===== src/jlrc_pkg.sv =====
// Package for the job lifecycle and retry controller.
// Holds state, opcode and fault codes, the transfer structs and the transition table.
// No dependencies.
package jlrc_pkg;

	typedef enum logic [2:0] {
		ST_PENDING  = 3'd0,
		ST_RUNNING  = 3'd1,
		ST_WAITING  = 3'd2,
		ST_SUCCESS  = 3'd3,
		ST_FAILURE  = 3'd4,
		ST_RETRYING = 3'd5,
		ST_ABORTING = 3'd6,
		ST_ABORTED  = 3'd7
	} job_state_t;

	typedef enum logic [2:0] {
		OP_START    = 3'd0,
		OP_CRANK    = 3'd1,
		OP_SHUTDOWN = 3'd2,
		OP_WAKE     = 3'd3,
		OP_TICK     = 3'd4,
		OP_ARM      = 3'd5
	} opcode_t;

	typedef enum logic [2:0] {
		RR_SUCCESS = 3'd0,
		RR_FAILURE = 3'd1,
		RR_WAITING = 3'd2,
		RR_RUNNING = 3'd3,
		RR_ABORTED = 3'd4
	} run_result_t;

	typedef enum logic [2:0] {
		PS_RUNNING = 3'd0,
		PS_WAITING = 3'd1,
		PS_SUCCESS = 3'd2,
		PS_FAILURE = 3'd3,
		PS_ABORTED = 3'd4
	} public_state_t;

	typedef enum logic [1:0] {
		FLT_NONE        = 2'd0,
		FLT_ILLEGAL     = 2'd1,
		FLT_NOT_ALLOWED = 2'd2,
		FLT_WAIT_ARMED  = 2'd3
	} fault_t;

	localparam logic [7:0] MAX_RETRIES_RST = 8'd5;
	localparam logic [3:0] BACKOFF_SH_MAX  = 4'd8;

	// bit t of row f set: f -> t allowed
	localparam logic [7:0] LEGAL_NEXT [8] = '{
		8'h42, 8'h7E, 8'h42, 8'h01, 8'h01, 8'h04, 8'hC0, 8'h01
	};

	typedef struct packed {
		logic [2:0]  opcode;
		logic [2:0]  run_result;
		logic        abort_done;
		logic [15:0] wait_ticks;
		logic [8:0]  random_draw;
	} job_in_t;

	typedef struct packed {
		logic [2:0] job_state;
		logic [2:0] public_state;
		logic [7:0] retry_number;
		logic [9:0] retry_eta;
		logic       notify;
		logic [1:0] fault;
	} job_out_t;

	function automatic logic is_legal(input job_state_t from_st, input job_state_t to_st);
		logic [7:0] row;
		row = LEGAL_NEXT[from_st];
		return row[to_st];
	endfunction

endpackage


===== src/job_lifecycle_retry_controller_unit.sv =====
// Job lifecycle and retry controller, top level.
// Input register, single-pass command logic, result register.
// Depends on jlrc_pkg.

// Takes one command per cycle while the result side does not stall and returns one result per
// command: the command lands in an input register, is decoded against the held job state, the
// retry counter and the two timers in one pass, and the updated view leaves through a result
// register. Stalls on the result side back up through in_ready only when both registers are full.
// max_retries is written through cfg_we/cfg_wdata; the user must write it only while no command
// is in flight, as the block itself does not enforce this.
module job_lifecycle_retry_controller_unit
	import jlrc_pkg::*;
(
	input  logic     clk,
	input  logic     arst_n,
	input  logic     in_valid,
	output logic     in_ready,
	input  job_in_t  in_data,
	output logic     out_valid,
	input  logic     out_ready,
	output job_out_t out_data,
	input  logic     cfg_we,
	input  logic [7:0] cfg_wdata
);

	logic       valid_s1;
	job_in_t    item_s1;
	logic       advance;

	logic [7:0] max_retries_q;
	job_state_t state_q;
	logic [7:0] retry_cnt_q;
	logic [9:0] retry_tmr_q;
	logic       retry_act_q;
	logic [15:0] wait_tmr_q;
	logic       wait_act_q;
	logic       out_valid_q;
	job_out_t   out_q;

	job_state_t state_d;
	logic [7:0] retry_cnt_d;
	logic [9:0] retry_tmr_d;
	logic       retry_act_d;
	logic [15:0] wait_tmr_d;
	logic       wait_act_d;
	fault_t     fault_d;
	logic       notify_d;
	job_out_t   res_d;

	job_state_t tgt;
	logic       done;
	logic [3:0] backoff_sh;
	logic [8:0] backoff_mask;
	logic [9:0] retry_load;
	logic       retry_fire;
	logic       wait_fire;

	assign advance   = valid_s1 && (!out_valid_q || out_ready);
	assign in_ready  = !valid_s1 || advance;
	assign out_valid = out_valid_q;
	assign out_data  = out_q;

	assign done = (state_q == ST_SUCCESS) || (state_q == ST_FAILURE) ||
		(state_q == ST_ABORTED);
	assign backoff_sh = (retry_cnt_q > 8'(BACKOFF_SH_MAX)) ? BACKOFF_SH_MAX : retry_cnt_q[3:0];
	assign backoff_mask = 9'((10'd2 << backoff_sh) - 10'd1);
	assign retry_load = {1'b0, item_s1.random_draw & backoff_mask} + 10'd1;

	// crank target before the table check
	always_comb begin
		tgt = ST_SUCCESS;
		if (state_q == ST_ABORTING) begin
			tgt = item_s1.abort_done ? ST_ABORTED : ST_ABORTING;
		end else begin
			case (run_result_t'(item_s1.run_result))
				RR_SUCCESS: tgt = ST_SUCCESS;
				RR_FAILURE: tgt = ST_FAILURE;
				RR_WAITING: tgt = ST_WAITING;
				RR_RUNNING: tgt = ST_RUNNING;
				RR_ABORTED: tgt = ST_ABORTED;
				default:    tgt = ST_SUCCESS;
			endcase
			if (tgt == ST_FAILURE && retry_cnt_q < max_retries_q) begin
				tgt = ST_RETRYING;
			end
		end
	end

	// next state
	always_comb begin
		state_d     = state_q;
		retry_cnt_d = retry_cnt_q;
		retry_tmr_d = retry_tmr_q;
		retry_act_d = retry_act_q;
		wait_tmr_d  = wait_tmr_q;
		wait_act_d  = wait_act_q;
		fault_d     = FLT_NONE;
		notify_d    = 1'b0;
		retry_fire  = 1'b0;
		wait_fire   = 1'b0;
		unique case (item_s1.opcode)
			OP_START: begin
				if (state_q == ST_PENDING || is_legal(state_q, ST_PENDING)) begin
					state_d     = ST_RUNNING;
					retry_cnt_d = '0;
					retry_tmr_d = '0;
					retry_act_d = 1'b0;
				end else begin
					fault_d = FLT_ILLEGAL;
				end
			end
			OP_CRANK: begin
				if (done || state_q == ST_WAITING) begin
					fault_d = FLT_NOT_ALLOWED;
				end else if (state_q != ST_ABORTING && item_s1.run_result > RR_ABORTED) begin
					fault_d = FLT_NOT_ALLOWED;
				end else if (!is_legal(state_q, tgt)) begin
					fault_d = FLT_ILLEGAL;
				end else begin
					if (state_q == ST_PENDING && tgt == ST_RUNNING) begin
						retry_cnt_d = '0;
						retry_tmr_d = '0;
						retry_act_d = 1'b0;
					end
					if (tgt == ST_FAILURE || tgt == ST_RETRYING || tgt == ST_ABORTED) begin
						retry_tmr_d = '0;
						retry_act_d = 1'b0;
					end
					state_d = tgt;
					if (tgt == ST_RETRYING) begin
						retry_tmr_d = retry_load;
						retry_act_d = 1'b1;
						state_d     = ST_WAITING;
					end
				end
			end
			OP_SHUTDOWN: begin
				if (!done) begin
					wait_tmr_d = '0;
					wait_act_d = 1'b0;
					if (is_legal(state_q, ST_ABORTING)) begin
						state_d = ST_ABORTING;
					end else begin
						fault_d = FLT_ILLEGAL;
					end
				end
			end
			OP_WAKE: begin
				if (state_q == ST_WAITING) begin
					state_d    = ST_RUNNING;
					wait_tmr_d = '0;
					wait_act_d = 1'b0;
					notify_d   = 1'b1;
				end
			end
			OP_TICK: begin
				if (retry_act_q && retry_tmr_q != '0) begin
					retry_tmr_d = retry_tmr_q - 10'd1;
					retry_fire  = (retry_tmr_q == 10'd1);
				end
				if (wait_act_q && wait_tmr_q != '0) begin
					wait_tmr_d = wait_tmr_q - 16'd1;
					wait_fire  = (wait_tmr_q == 16'd1);
				end
				if (state_q == ST_WAITING && (retry_fire || wait_fire)) begin
					if (retry_fire) begin
						if (retry_cnt_q != 8'hFF) begin
							retry_cnt_d = retry_cnt_q + 8'd1;
						end
						retry_tmr_d = '0;
						retry_act_d = 1'b0;
					end
					state_d    = ST_RUNNING;
					wait_tmr_d = '0;
					wait_act_d = 1'b0;
					notify_d   = 1'b1;
				end
			end
			OP_ARM: begin
				if (state_q != ST_RUNNING) begin
					fault_d = FLT_NOT_ALLOWED;
				end else if (wait_act_q) begin
					fault_d = FLT_WAIT_ARMED;
				end else begin
					wait_tmr_d = (item_s1.wait_ticks == '0) ? 16'd1 : item_s1.wait_ticks;
					wait_act_d = 1'b1;
				end
			end
			default: begin
				fault_d = FLT_NOT_ALLOWED;
			end
		endcase
	end

	// result view
	always_comb begin
		res_d.job_state    = retry_act_d ? ST_RETRYING : state_d;
		res_d.retry_number = retry_cnt_d;
		res_d.retry_eta    = retry_act_d ? retry_tmr_d : '0;
		res_d.notify       = notify_d;
		res_d.fault        = fault_d;
		unique case (state_d)
			ST_WAITING, ST_RETRYING: res_d.public_state = PS_WAITING;
			ST_SUCCESS:              res_d.public_state = PS_SUCCESS;
			ST_FAILURE:              res_d.public_state = PS_FAILURE;
			ST_ABORTED:              res_d.public_state = PS_ABORTED;
			default:                 res_d.public_state = PS_RUNNING;
		endcase
	end

	always_ff @(posedge clk or negedge arst_n) begin
		if (!arst_n) begin
			valid_s1 <= 1'b0;
		end else if (in_ready) begin
			valid_s1 <= in_valid;
		end
	end

	always_ff @(posedge clk) begin
		if (in_valid && in_ready) begin
			item_s1 <= in_data;
		end
	end

	always_ff @(posedge clk or negedge arst_n) begin
		if (!arst_n) begin
			max_retries_q <= MAX_RETRIES_RST;
		end else if (cfg_we) begin
			max_retries_q <= cfg_wdata;
		end
	end

	always_ff @(posedge clk or negedge arst_n) begin
		if (!arst_n) begin
			state_q     <= ST_PENDING;
			retry_cnt_q <= '0;
			retry_tmr_q <= '0;
			retry_act_q <= 1'b0;
			wait_tmr_q  <= '0;
			wait_act_q  <= 1'b0;
		end else if (advance) begin
			state_q     <= state_d;
			retry_cnt_q <= retry_cnt_d;
			retry_tmr_q <= retry_tmr_d;
			retry_act_q <= retry_act_d;
			wait_tmr_q  <= wait_tmr_d;
			wait_act_q  <= wait_act_d;
		end
	end

	always_ff @(posedge clk or negedge arst_n) begin
		if (!arst_n) begin
			out_valid_q <= 1'b0;
		end else if (advance) begin
			out_valid_q <= 1'b1;
		end else if (out_ready) begin
			out_valid_q <= 1'b0;
		end
	end

	always_ff @(posedge clk) begin
		if (advance) begin
			out_q <= res_d;
		end
	end

	a_no_held_retrying: assert property (@(posedge clk) disable iff (!arst_n)
		state_q != ST_RETRYING)
		else $error("held state is retrying");

	a_retry_eta_range: assert property (@(posedge clk) disable iff (!arst_n)
		retry_act_q |-> retry_tmr_q <= 10'd512)
		else $error("retry timer beyond backoff range");

	a_fault_keeps_state: assert property (@(posedge clk) disable iff (!arst_n)
		advance && fault_d != FLT_NONE |=>
			state_q == $past(state_q) && retry_cnt_q == $past(retry_cnt_q) &&
			retry_act_q == $past(retry_act_q) && wait_act_q == $past(wait_act_q))
		else $error("faulting command changed state");

	a_notify_running: assert property (@(posedge clk) disable iff (!arst_n)
		out_valid_q && out_q.notify |-> out_q.public_state == PS_RUNNING &&
			out_q.fault == FLT_NONE)
		else $error("notify without wake to running");

	a_advance_fills_out: assert property (@(posedge clk) disable iff (!arst_n)
		advance |=> out_valid_q)
		else $error("result lost after advance");

endmodule

===== config.mk =====
export PLATFORM = sky130hd
export DESIGN_NAME = job_lifecycle_retry_controller_unit
export DESIGN_NICKNAME = d
export VERILOG_FILES = /design/src/jlrc_pkg.sv /design/src/job_lifecycle_retry_controller_unit.sv
export SDC_FILE = /design/constraint.sdc
export NUM_CORES = 1
export LEC_CHECK = 0
export ABC_AREA = 1
export BUFFER_PORTS_ARGS = -buffer_cell sky130_fd_sc_hd__buf_2
export CAP_MARGIN = 10
export CELL_PAD_IN_SITES_DETAIL_PLACEMENT = 1
export CELL_PAD_IN_SITES_GLOBAL_PLACEMENT = 2
export CORE_MARGIN = 4
export CORE_UTILIZATION = 39
export CTS_BUF_LIST = sky130_fd_sc_hd__clkbuf_2
export CTS_CLUSTER_DIAMETER = 150
export CTS_CLUSTER_SIZE = 20
export DETAILED_ROUTE_END_ITERATION = 12
export HOLD_SLACK_MARGIN = 0.15
export PLACE_DENSITY = 0.92
export SETUP_SLACK_MARGIN = 0.3
export SYNTH_ARGS = -nofsm -noshare
export SYNTH_HDL_FRONTEND = slang
export SYNTH_SLANG_ARGS = --single-unit

===== constraint.sdc =====
create_clock -name clk -period 4.1 [get_ports clk]
set_input_delay 0.82 -clock clk [delete_from_list [all_inputs] [get_ports clk]]
set_output_delay 0.82 -clock clk [all_outputs]
set_load 0.005 [all_outputs]

* Word level (Yosys, flattened, before mapping)
Memory sizes are Yosys's and may differ from the RTL's.
Cells that the tools add are included.
** Storage, ports and cells
- Input port bits :: 45
- Memory bits (writable) :: 0
- Latch bits :: 0
- Output and inout port bits :: 29
- Bits in registers :: 108
- Bits in read-only memories :: 64
- Memories :: 1
- Word-level logic and storage cells :: 181
** Operators by class
- Order comparisons :: 5
- Eq/ne operators :: 35
- Bitwise logic cells :: 2
- Reduce and logical (&&, ||, !) cells :: 30
- Add/subtract/negate cells :: 5
- Multiplexer cells :: 82
- Shift-type cells :: 1
- $mul :: 0
- Divide/modulo/power cells :: 0
** Memory list
- (no name shown) :: depth 8, bits a word 8, rd ports 1, clocked after Yosys merged registers in 0, wr ports 0, line jlrc_pkg.sv:76 : row = LEGAL_NEXT[from_st];
** Operators with widths (count)
- 2-to-1 mux 16 bit :: 7
- 2-to-1 mux 10 bit :: 10
- 2-to-1 mux 8 bit :: 10
- case mux 16 bit (4 select lines) :: 1
- == test 3 bit, second input constant :: 13
- 2-to-1 mux 3 bit :: 12
- case mux 10 bit (3 select lines) :: 1
- 2-to-1 mux 1 bit :: 27
- == test 3 x 2 -> 1 bit, second input constant :: 8
- case mux 3 bit (4 select lines) :: 2
- case mux 8 bit (3 select lines) :: 1
- == test 16 x 1 -> 1 bit, second input constant :: 1
- zero test 16 bit :: 1
- nonzero test 16 bit :: 1
- subtractor 16 x 1 -> 16 bit, second input constant :: 1
- case mux 3 bit (5 select lines) :: 1
- adder 9 x 1 -> 10 bit, second input constant :: 1
- == test 10 x 1 -> 1 bit, second input constant :: 1
- != test 2 bit, second input constant :: 5
- case mux 2 bit (5 select lines) :: 1
- nonzero test 10 bit :: 1
- subtractor 10 x 1 -> 10 bit, second input constant :: 1
- bitwise AND 9 bit :: 1
- == test 3 x 1 -> 1 bit, second input constant :: 3
- other kinds (27) :: 49

* Longest topological paths before layout
Gate-level depths: netlist of the first run.
- Depth in word-level cells :: 16
- Mapped depth :: 24
- Depth with buffers taken out :: 23

* Worst setup path before layout of the first run
OpenSTA, ideal clock, no wires.
- Kind :: reg-to-reg
- Start :: register retry_cnt_q[1]
- End :: register out_q, in the netlist out_data[10] (data pin)
- Arrival :: 2.477 ns
- Required time :: 3.851 ns
- Setup slack :: 1.374 ns
- Path buffers :: 0
- Cell stages (with the launch flop) :: 23
- Cells stage by stage :: dfrtp_1 -> inv_1 -> ha_1 -> a21oi_1 -> nor3_1 -> nand3_1 -> ha_1 -> nor2_1 -> nand3_1 -> nor3_2 -> inv_1 -> nor2_1 -> nand2_1 -> nand2_1 -> nand2_1 -> nand2_1 -> nand2_1 -> nand2_1 -> nand2_1 -> nand3_1 -> nand3_1 -> nand2_1 -> inv_1
** On the way
- Word-level cells in the longest chain between the ends :: 13
- Elaborated cells on any way between the ends :: 33
- Classes of those cells :: add/sub (2); order compare (2); eq/ne (4); shift (1); mux (19); bitwise (1); reduce/logical (4)
** RTL lines
- from (decl) :: line job_lifecycle_retry_controller_unit.sv:32 : logic [7:0] retry_cnt_q;
- from (signal assigned) :: line job_lifecycle_retry_controller_unit.sv:243 : retry_cnt_q <= retry_cnt_d;
- parallel branches: the longest is 13 deep, another holds adder 9 x 1 -> 10 bit
- to (signal assigned) :: line job_lifecycle_retry_controller_unit.sv:263 : out_q <= res_d;
- to (decl) :: line job_lifecycle_retry_controller_unit.sv:38 : job_out_t out_q;
Several ways; the timed one is not identified. The select of a mux whose other input is x is not followed.
A chain may end at the register's enable or synchronous reset.

* Worst setup path after layout of the first run
- Start :: register state_q[0]
- End :: register out_q, in the netlist out_data[26] (data pin)
** On the way
- Word-level cells in the longest chain between the ends :: 11
- Elaborated cells on any way between the ends :: 46
- Classes of those cells :: eq/ne (10); mux (24); bitwise (1); reduce/logical (10); memory (1)
** RTL lines
- from (decl) :: line job_lifecycle_retry_controller_unit.sv:31 : job_state_t state_q;
- from (signal assigned) :: line job_lifecycle_retry_controller_unit.sv:242 : state_q <= state_d;
- parallel branches: the longest is 11 deep, another holds memory (8 x 8 bit)
Several ways; the timed one is not identified. The select of a mux whose other input is x is not followed.

==> results of run 1 <==
-- layout make-up --
type | instances | area (sq um)
multi-input cells | 657 | 3340
well taps | 225 | 282
repair buffers | 85 | 458
inverters | 113 | 427
flip-flops and latches | 108 | 3000
diodes | 1 | 2.50
clock inverters | 6 | 78.8
clock buffers | 10 | 50.0
fillers | 2192 | 9660
-- metrics by stage --
stage	hold slack [ns]	utilization, %	std cells
floorplan	0.465	-	898
global placement	0.503	43.4	1187
detailed placement	0.512	43.4	1187
CTS	0.220	44.2	1204
global route	0.197	44.2	1205
finish	0.279	44.2	1205
-- sequential cells by signal (all words and copies together) (netlist names) --
name	count
item_s1	32
max_retries_q	8
out_data	27
out_valid	1
retry_act_q	1
retry_cnt_q	8
retry_tmr_q	10
state_q	3
valid_s1	1
wait_act_q	1
wait_tmr_q	16
-- worst paths after layout --
path / start / to / cells after the start
min in group asynchronous: arst_n / retry_cnt_q[4]$_DFFE_PN0P_ / 2
worst min-delay path: in_data[28] / item_s1[28]$_DFFE_PP_ / 1
max in group asynchronous: arst_n / max_retries_q[2]$_DFFE_PN1P_ / 3
worst max-delay path: state_q[0]$_DFFE_PN0P_ / out_data[26]$_SDFFCE_PP1P_ / 16
worst min register to register: max_retries_q[2]$_DFFE_PN1P_ / max_retries_q[2]$_DFFE_PN1P_ / 2
worst max register to register: state_q[0]$_DFFE_PN0P_ / out_data[26]$_SDFFCE_PP1P_ / 16
-- critical path, cell delays in order (launching register included) --
cell	delay, ns
dfrtp_1	0.63
inv_1	0.27
ha_1	0.29
nand2_1	0.16
inv_1	0.10
nor2_2	0.30
inv_1	0.11
nand3_1	0.10
nand2_1	0.24
nand3_1	0.19
nand2_2	0.07
o21ai_2	0.12
nand2_1	0.07
nand2_2	0.08
nand3b_4	0.19
inv_1	0.12
nand2_1	0.06
-- cells in the final DEF, fill, tap and decap left out, types with 2 or more instances in the layout --
master     Yosys  final
nand2_1      296    296
inv_1         99     98
buf_2          8     73
nand3_1       72     72
nor2_1        67     67
o21ai_0       60     60
edfxtp_1      59     59
dfrtp_1       47     47
a21oi_1       23     23
ha_1          20     20
nand4_1       15     15
nor3_1        13     12
inv_2         10     11
o211ai_1      11     11
buf_4          2     11
xor2_1        10     10
clkbuf_2       0     10
nand2_2        8      8
nor4_1         7      7
xnor2_1        6      6
nor2_2         5      5
nor3_2         3      4
nand2_4        4      4
clkinv_1       3      3
nor2_4         3      3
o2111ai_1      3      3
a221oi_1       3      3
o21ai_2        3      3
nand3_2        2      2
a31oi_1        2      2
inv_6          0      2
inv_8          0      2
dfstp_2        2      2
-- layer usage --
layer	vias up	GRT usage (%)	wire length, um
met2	109	35.5	9720
met3	17	3.60	817
met4	0	4.69	237
met5	-	0	0
li1	3112	-	-
met1	3060	27.2	9010
-- Yosys cell counts (4+ instances only) --
| library cell | count | area (sq um) |
|---|---|---|
| inv_2 | 10 | 37.5 |
| nand2_4 | 4 | 45.0 |
| clkbuf_1 | 8 | 30.0 |
| dfrtp_1 | 47 | 1180 |
| nor2_1 | 67 | 251 |
| nand2_1 | 296 | 1110 |
| nand4_1 | 15 | 93.8 |
| buf_2 | 8 | 40.0 |
| xnor2_1 | 6 | 52.6 |
| nand2_2 | 8 | 50.1 |
| o211ai_1 | 11 | 82.6 |
| nand3_1 | 72 | 360 |
| nor2_2 | 5 | 31.3 |
| a21oi_1 | 23 | 115 |
| inv_1 | 99 | 372 |
| edfxtp_1 | 59 | 1770 |
| nor4_1 | 7 | 43.8 |
| o21ai_0 | 60 | 300 |
| nor3_1 | 13 | 65.1 |
| ha_1 | 20 | 250 |
| xor2_1 | 10 | 87.6 |
-- power by group through the flow --
stage               logic, mW  clock network (mW)  registers (mW)
global placement         2.24                   0            1.69
global route             2.62               0.628            1.71
CTS                      2.29               0.591            1.67
detailed placement       2.28                   0            1.69
floorplan                1.73                   0            1.60
finish                   2.27               0.565            1.67
-- kinds of logic (layout without fill, tap and decap cells) --
family                   after synthesis  count (layout)
XOR/XNOR                              16              16
flip-flops                           108             108
adder cells (fa/ha/maj)               20              20
other                                  0               1
AND/OR/NAND/NOR                      505             505
buffers and inverters                133             214
multiplexers                           1               1
AO/OA/AOI/OAI                        115             115
==> reports/results.txt, run 1 <==
The worst-case IR drop observed on VDD is 0.232 mV. The floorplan has 48 rows. After detailed routing, the average wire length per cell comes to 16.4 um. Routability-driven placement finished with a final weighted congestion of 0.857. Data on the critical path arrives at its endpoint at 3.76 ns. Switching power: 2.17 mW. The die area came out at 19800 sq um.

The synthesized netlist devotes 2.04% of its cell area to XOR and XNOR gates. The die boundary height was 141 um; the overflow left after global routing was 0. For the pin with the worst max-slew slack, the measured transition is 0.711 ns. The worst-path maximum fanout was 13; the number of clock buffers inserted by TritonCTS was 9. Combinational logic burns 50.4% of the power. The setup check on the worst reg-to-reg path leaves a slack of 0.79 ns. The final critical path takes up 80.7% of the cycle. The total wirelength of the detailed-routed design came out at 19800 um. The count of endpoints failing hold in the final timing report came out at 0. The tree is rooted in a clkbuf_2. The kind of start point of the critical path was a flip-flop.

The run gives 4.51 mW as the total power after layout. Setup repair after global routing left no endpoint under its margin. When the netlist entered floorplanning its net count stood at 963. The tools report the maximum clock rate as 0.302 GHz. The worst path needs 3.31 ns of the cycle, external delays included. The core region is 17300 sq um.

The logs give 1 for the initial antenna violation count and 3.70 nW for the leakage power figure. Clock-pin slew was measured on the worst setup and hold paths at 0.34 ns. Counting flops with a built-in enable in the synthesized netlist gives 59. During I/O placement, the number of pins put on the boundary was 74. The max-slew violation count was 0. Worst setup slack before clock tree synthesis: 0.869 ns.

The clock tree synthesis step divided the H-tree into 3 levels. The async set-reset flop share out of synthesis was 45.4%. The final non-filler cell area came out at 7640 sq um. The count of buffers added on input and output ports is 73.

TritonCTS built the clock tree. The primary flip-flop cell chosen by synthesis mapping is edfxtp_1. For the number of buffers inserted by hold repair at cts, the log shows 1. STA classifies the critical path endpoint as a flip-flop. The share of total power dissipated in the clock network is 12.5%.

The number of nets with antenna violations after detailed routing was 0. The post-place instance area was 7500 sq um. The logs give 0 for the post-cts resize count and 1039 for the number of nets in the final layout.

Global routing consumed, over all layers together, 20.6% of the routing resources. The via count of the first global-routing pass was 6596. The synthesized netlist occupies a cell area of 6870 sq um. For the maximum buffer depth of the clock tree, the log shows 2. The post-synthesis share of cell area spent on full adders, half adders and majority gates was 3.64%.

Post-CTS timing repair inserted 0 buffers for setup. Counting flops and latches in the post-synthesis netlist gives 108. The share of total power consumed by net switching was 48.2%; the worst endpoint required time was 4.55 ns.

Cell internal power was estimated by the tool at 2.33 mW. In this run the tightest slew margin relative to its limit is 52.6%. The worst hold path class is primary input to flip-flop. The run gives 33200 um as the global-route wire length before repair. Per report_power, the sequential group accounts for 37.1% of the total. In this run the mean area of a mapped cell was 7.65 sq um. In the synthesized netlist, the number of instances is 898. The run finished with clean final reports. Sequential cells were found to cover 43.7% of the synthesized design area.

The number of warnings printed during yosys synthesis is 0. The synthesis-to-layout area growth came out at 11.2%. For the sum of net half-perimeters after detailed placement, the log shows 14900 um. The setup path with the least slack is of type flip-flop to flip-flop.

The total number of clock tree sinks is 108, and the fraction of final layout cells sized beyond drive strength 1 is 15.5%. Across all setup checks in the final design, the least slack found is 0.791 ns. The clock arrives with 0.0433 ns of skew. After synthesis, the netlist uses 54 different library cells. Dividing total power by cell area gives a power density of 590 nW/um^2. Measured against the total synthesized area, the mux share comes to 0.164%.

Summing the areas of all and, or, nand and nor instances in the mapped netlist gives 32.6% of the synthesized area. By area, the combinational part of the netlist is dominated by simple AND/OR/NAND/NOR gates. For the detailed-route via count, the log shows 6298. The post-synthesis compound-gate area fraction was 10.1%; the accumulated negative setup slack was 0 ns. Entering global routing, the biggest net connects 56 pins. The die is 141 um wide. The later pin in the worst-skew pair is clocked with a latency of 0.68 ns.

In this run, the number of DRC markers left after iteration 0 of detailed routing was 379. In the routed design, unresolved DRC markers number 0. Setup violations remaining at the end of the flow were counted as 0. Across the run, the number of max-cap violations was 0. In the routed layout, each cell is associated on average with a via count of 5.23.

The first detailed-routing pass took 7 iterations. The tools report the initial cell density of the core as 39.7%.
No activity file was read; power rests on OpenSTA's default activity.
==> inputs of run 2 (changes only) <==
--- a/config.mk
+++ b/config.mk
@@ -5,19 +5,19 @@
 export SDC_FILE = /design/constraint.sdc
 export NUM_CORES = 1
 export LEC_CHECK = 0
-export ABC_AREA = 1
+export ABC_AREA = 0
 export BUFFER_PORTS_ARGS = -buffer_cell sky130_fd_sc_hd__buf_2
 export CAP_MARGIN = 10
 export CELL_PAD_IN_SITES_DETAIL_PLACEMENT = 1
 export CELL_PAD_IN_SITES_GLOBAL_PLACEMENT = 2
 export CORE_MARGIN = 4
-export CORE_UTILIZATION = 39
+export CORE_UTILIZATION = 34
 export CTS_BUF_LIST = sky130_fd_sc_hd__clkbuf_2
 export CTS_CLUSTER_DIAMETER = 150
 export CTS_CLUSTER_SIZE = 20
 export DETAILED_ROUTE_END_ITERATION = 12
 export HOLD_SLACK_MARGIN = 0.15
-export PLACE_DENSITY = 0.92
+export PLACE_DENSITY = 0.81
 export SETUP_SLACK_MARGIN = 0.3
 export SYNTH_ARGS = -nofsm -noshare
 export SYNTH_HDL_FRONTEND = slang
==> constraint.sdc (replaced) <==
create_clock -name clk -period 2.8 [get_ports clk]
set_input_delay 0.56 -clock clk [delete_from_list [all_inputs] [get_ports clk]]
set_output_delay 0.56 -clock clk [all_outputs]
set_load 0.005 [all_outputs]
==> reports/results.txt, run 2 <==
The worst-path maximum fanout came out at 3 (was 13). The logs give 6852 (was 6596) for the via count of the first global-routing pass and 0 (unchanged) for the count of endpoints failing hold in the final timing report. The final worst-path cycle share was 124% (was 80.7%).

For the number of fill cells in the layout, the log shows 2043 (was 2192). The uppermost metal layer occupied by signal nets is met4 (unchanged). The maximum clock rate was 0.289 GHz (was 0.302 GHz); the sum of net half-perimeters after detailed placement was 15500 um (was 14900 um). The tools report the power share of the sequential group as 37.9% (was 37.1%). The post-synthesis sequential element count is 108 (unchanged). The register with the highest flop count is item_s1 (unchanged). Cell type contributing the most total cell area after synthesis: edfxtp_1 (unchanged). The count of max-cap constraint violations is 0 (unchanged). The max-slew violation count was 0 (unchanged). The initial antenna violation count was 1 (unchanged). The run gives 0.886 (was 0.857) as the last weighted congestion value of the routability-driven placer.

The tools report the combinational share of power as 48.3% (was 50.4%). The total wirelength of the detailed-routed design is 23000 um (was 19800 um), and the worst relative slew slack is 49.2% (was 52.6%). The run gives 0.205 ns (was 0.279 ns) as the post-route worst hold slack. Start point of the worst min-delay path: cfg_we (was in_data[28]). The count of buffers inserted at the top-level ports is 73 (unchanged), and the met1 wire length is 9360 um (was 9010 um). The slew at the pin with the worst max-slew slack was 0.754 ns (was 0.711 ns). The length of routed met3 wiring was 834 um (was 817 um).

For the number of cell rows, the log shows 49 (was 48). The flow ran to the end, but the final reports show violations. Commonest cells in the synthesized netlist: o21ai_0, nand2_1, a21oi_1 (was nand2_1, inv_1, nand3_1). The synthesized instance count came out at 675 (was 898). The via-per-instance ratio is 5.53 (was 5.23), and the area share of the leading cell type in the synthesized netlist is 28.2% (was 25.8%).

Kind of start point of the critical path: a flip-flop (unchanged). The maximum number of pins on one net before global-route repair was 50 (was 56). The tools report the startpoint of the lowest-slack register-to-register path as retry_cnt_q[6]$_DFFE_PN0P_ (was state_q[0]$_DFFE_PN0P_). The summed instance area of the synthesized netlist is 6270 sq um (was 6870 sq um). The die boundary height was 144 um (was 141 um); the number of cells on the worst reg-to-reg path was 14 (was 16). The run gives 3.24 mW (was 2.33 mW) as the internal power of the cells. The global-route usage over all layers is 21.7% (was 20.6%).

The number of nets produced by synthesis was 740 (was 963); the maximum buffer depth of the clock tree was 2 (unchanged). The number of H-tree levels is 3 (unchanged), and the clock-pin slew on the worst setup and hold paths is 0.29 ns (was 0.34 ns). The tools report the clock root buffer as clkbuf_2 (unchanged).

The post-route minimum period is 3.46 ns (was 3.31 ns), and the post-place instance area is 7610 sq um (was 7500 sq um). For the worst supply voltage drop on vdd, the log shows 0.261 mV (was 0.232 mV). The synthesized area per cell is 9.29 sq um (was 7.65 sq um). Async set-reset flop share out of synthesis: 45.4% (unchanged). Leading cell types in the layout, fill and taps excluded: buf_4, buf_2, nand2_1 (was nand2_1, inv_1, buf_2). The share of total power consumed by net switching works out to 39.2% (was 48.2%). The worst hold path class is primary input to flip-flop (unchanged). The primary flip-flop cell chosen by synthesis mapping was edfxtp_1 (unchanged). The tools report the number of remaining DRC errors as 0 (unchanged). Number of distinct library cells after synthesis: 69 (was 54).

The logs give 0 (unchanged) for the number of warnings printed during yosys synthesis and 3.80 nW (was 3.70 nW) for the leakage power figure. The tools report the die area as 20700 sq um (was 19800 sq um). The most common cell in the netlist was o21ai_0 (was nand2_1).

The most common cell after layout, fill and taps aside is buf_4 (was nand2_1). The number of cells on the worst hold path came out at 3 (was 1). The width of the die is 144 um (was 141 um), and the part of the power in the clock network is 13.8% (was 12.5%). The number of nets with antenna violations after detailed routing was 0 (unchanged). Synthesis-to-layout area growth: 48.9% (was 11.2%).

For the total power after layout, the log shows 5.33 mW (was 4.51 mW). The tools report the critical path capture point type as a flip-flop (unchanged). The data arrival at the endpoint of the critical path is 3.92 ns (was 3.76 ns).

Global-route wire length before repair: 35300 um (was 33200 um). The final non-filler cell area is 9340 sq um (was 7640 sq um). Average wire per cell in the routed design: 20.0 um (was 16.4 um). The starting DRC count in detailed routing was 352 (was 379). For the source-to-sink clock delay at the later pin of the worst-skew pair, the log shows 0.68 ns (about the same). The overflow left after global routing was 0 (unchanged); the wire length on met2 was 12200 um (was 9720 um).

The worst endpoint required time is 3.26 ns (was 4.55 ns). The tools report the largest clock skew in the final design as 0.0380 ns (was 0.0433 ns). Dominant cells by area after synthesis: edfxtp_1, dfrtp_1, o21ai_0 (was edfxtp_1, dfrtp_1, nand2_1). Setup repair after global routing could not meet its margin everywhere. The final reports fail on negative setup slack.

The iteration count of the initial detailed-routing pass is 4 (was 7), and the total number of clock tree sinks is 108 (unchanged). The number of synthesized flops with an enable pin was 59 (unchanged); the initial cell density of the core was 34.8% (was 39.7%). The sequential fraction of the synthesis area was 47.8% (was 43.7%). The setup slack on the worst flop-to-flop path came out at -0.66 ns (was 0.79 ns). The tools report the count of final setup violators as 26 (was 0). The number of nets in the final layout is 981 (was 1039), and the number of flip-flops under the largest register name is 32 (unchanged).

Area of the core region: 18000 sq um (was 17300 sq um). TritonCTS built the clock tree. For the switching power, the log shows 2.09 mW (was 2.17 mW).

The number of top-level pins was 74 (unchanged). The critical path class was flip-flop to flip-flop (unchanged). The tools report the endpoint of the worst-slack reg-to-reg timing path as out_data[8]$_SDFFCE_PN0P_ (was out_data[26]$_SDFFCE_PP1P_). The detailed-route via count came out at 6366 (was 6298).

The end of the worst hold path is max_retries_q[7]$_DFFE_PN0P_ (was item_s1[28]$_DFFE_PP_). The fraction of final layout cells sized beyond drive strength 1 is 41.3% (was 15.5%). The number of clock buffers inserted by TritonCTS came out at 9 (unchanged). The total power divided by cell area works out to 570 nW/um^2 (was 590 nW/um^2). The final worst-path setup slack is -0.664 ns (was 0.791 ns).
-- run 2: changes by cell type in the layout (fill, tap and decap cells not counted), sizes merged, moves of 9 or more --
| cell | delta |
|---|---|
| nor2b | +9 |
| nand3 | -64 |
| inv | -87 |
| nand2 | -236 |
| a22oi | +9 |
| nor2 | -26 |
| nand4 | -14 |
| o31ai | +10 |
| nand2b | +17 |
| a21oi | +37 |
| buf | +133 |
| o21ai | +30 |
| dlygate4sd3 | +43 |
-- run 2: worst max path at each step --
stage,slack [ns],start,depth (start not counted),end
2_1_floorplan,-0.62,retry_cnt_q[4]$_DFFE_PN0P_,11,out_data[10]$_SDFFCE_PN0P_
4_1_cts,-0.59,retry_cnt_q[6]$_DFFE_PN0P_,11,out_data[10]$_SDFFCE_PN0P_
3_3_place_gp,-0.53,retry_cnt_q[6]$_DFFE_PN0P_,11,out_data[10]$_SDFFCE_PN0P_
5_1_grt,-0.75,retry_cnt_q[6]$_DFFE_PN0P_,11,out_data[10]$_SDFFCE_PN0P_
6_report,-0.66,retry_cnt_q[6]$_DFFE_PN0P_,14,out_data[8]$_SDFFCE_PN0P_
3_5_place_dp,-0.67,retry_cnt_q[6]$_DFFE_PN0P_,13,out_data[11]$_SDFFCE_PN0P_
-- run 2: metal layers --
metal,track usage [%],vias up
li1,-,3004
met1,25.9,3173
met3,3.26,47
met5,0,-
met4,8.97,0
met2,38.7,142
-- run 2: power by group through the flow --
stage | registers, mW | logic, mW | clock network (mW)
2_1_floorplan | 1.99 | 1.02 | 0
3_3_place_gp | 2.02 | 1.76 | 0
3_5_place_dp | 2.03 | 1.80 | 0
4_1_cts | 2.00 | 2.01 | 0.772
5_1_grt | 2.04 | 2.78 | 0.832
6_report | 2.02 | 2.57 | 0.736
-- run 2: timing repair --
item,CTS,global route
pin swaps,32,72
gates cloned,2,3
setup endpoints to repair,61,63
setup buffers,14,31
hold buffers,44,0
gates resized for setup,78,145
hold endpoints to repair,89,0
-- run 2: area by class of cell --
| class | count | area, sq um | area share, % |
|---|---|---|---|
| clock buffers | 9 | 45.0 | 0.482 |
| repair buffers | 261 | 2030 | 21.8 |
| inverters | 24 | 92.6 | 0.991 |
| well taps | 229 | 287 | 3.07 |
| diodes | 1 | 2.50 | 0.0268 |
| flip-flops and latches | 108 | 3000 | 32.1 |
| clock inverters | 7 | 60.1 | 0.643 |
| multi-input cells | 512 | 3820 | 40.9 |
-- run 2: logic make-up after synthesis --
kind of cell	Yosys count	share of synthesized area, %
compound gates	237	23.0
fa+ha+maj	20	3.99
xor+xnor	6	0.838
flops	108	47.8
mux	7	1.18
simple gates	241	19.7
buf+inv	56	3.47
-- run 2: worst max-delay path, cell delays in order, from the launching register on --
cell,delay [ns]
dfrtp_1,0.45
or4_4,0.53
or2_4,0.24
or4_4,0.44
ha_4,0.18
buf_4,0.13
buf_6,0.11
nor4bb_2,0.16
a311oi_2,0.28
buf_4,0.21
buf_6,0.10
buf_6,0.10
xnor2_4,0.06
a21oi_2,0.19
a21oi_2,0.07
-- run 2: per-stage QoR --
stage	setup TNS, ns	cells	util (%)	setup WS, ns
global placement	-5.04	1040	42.2	-0.534
CTS	-6.48	1116	47.4	-0.588
finish	-8.41	1151	51.8	-0.664
global route	-10.90	1151	51.8	-0.750
floorplan	-4.46	675	-	-0.624
detailed placement	-6.78	1040	42.2	-0.671
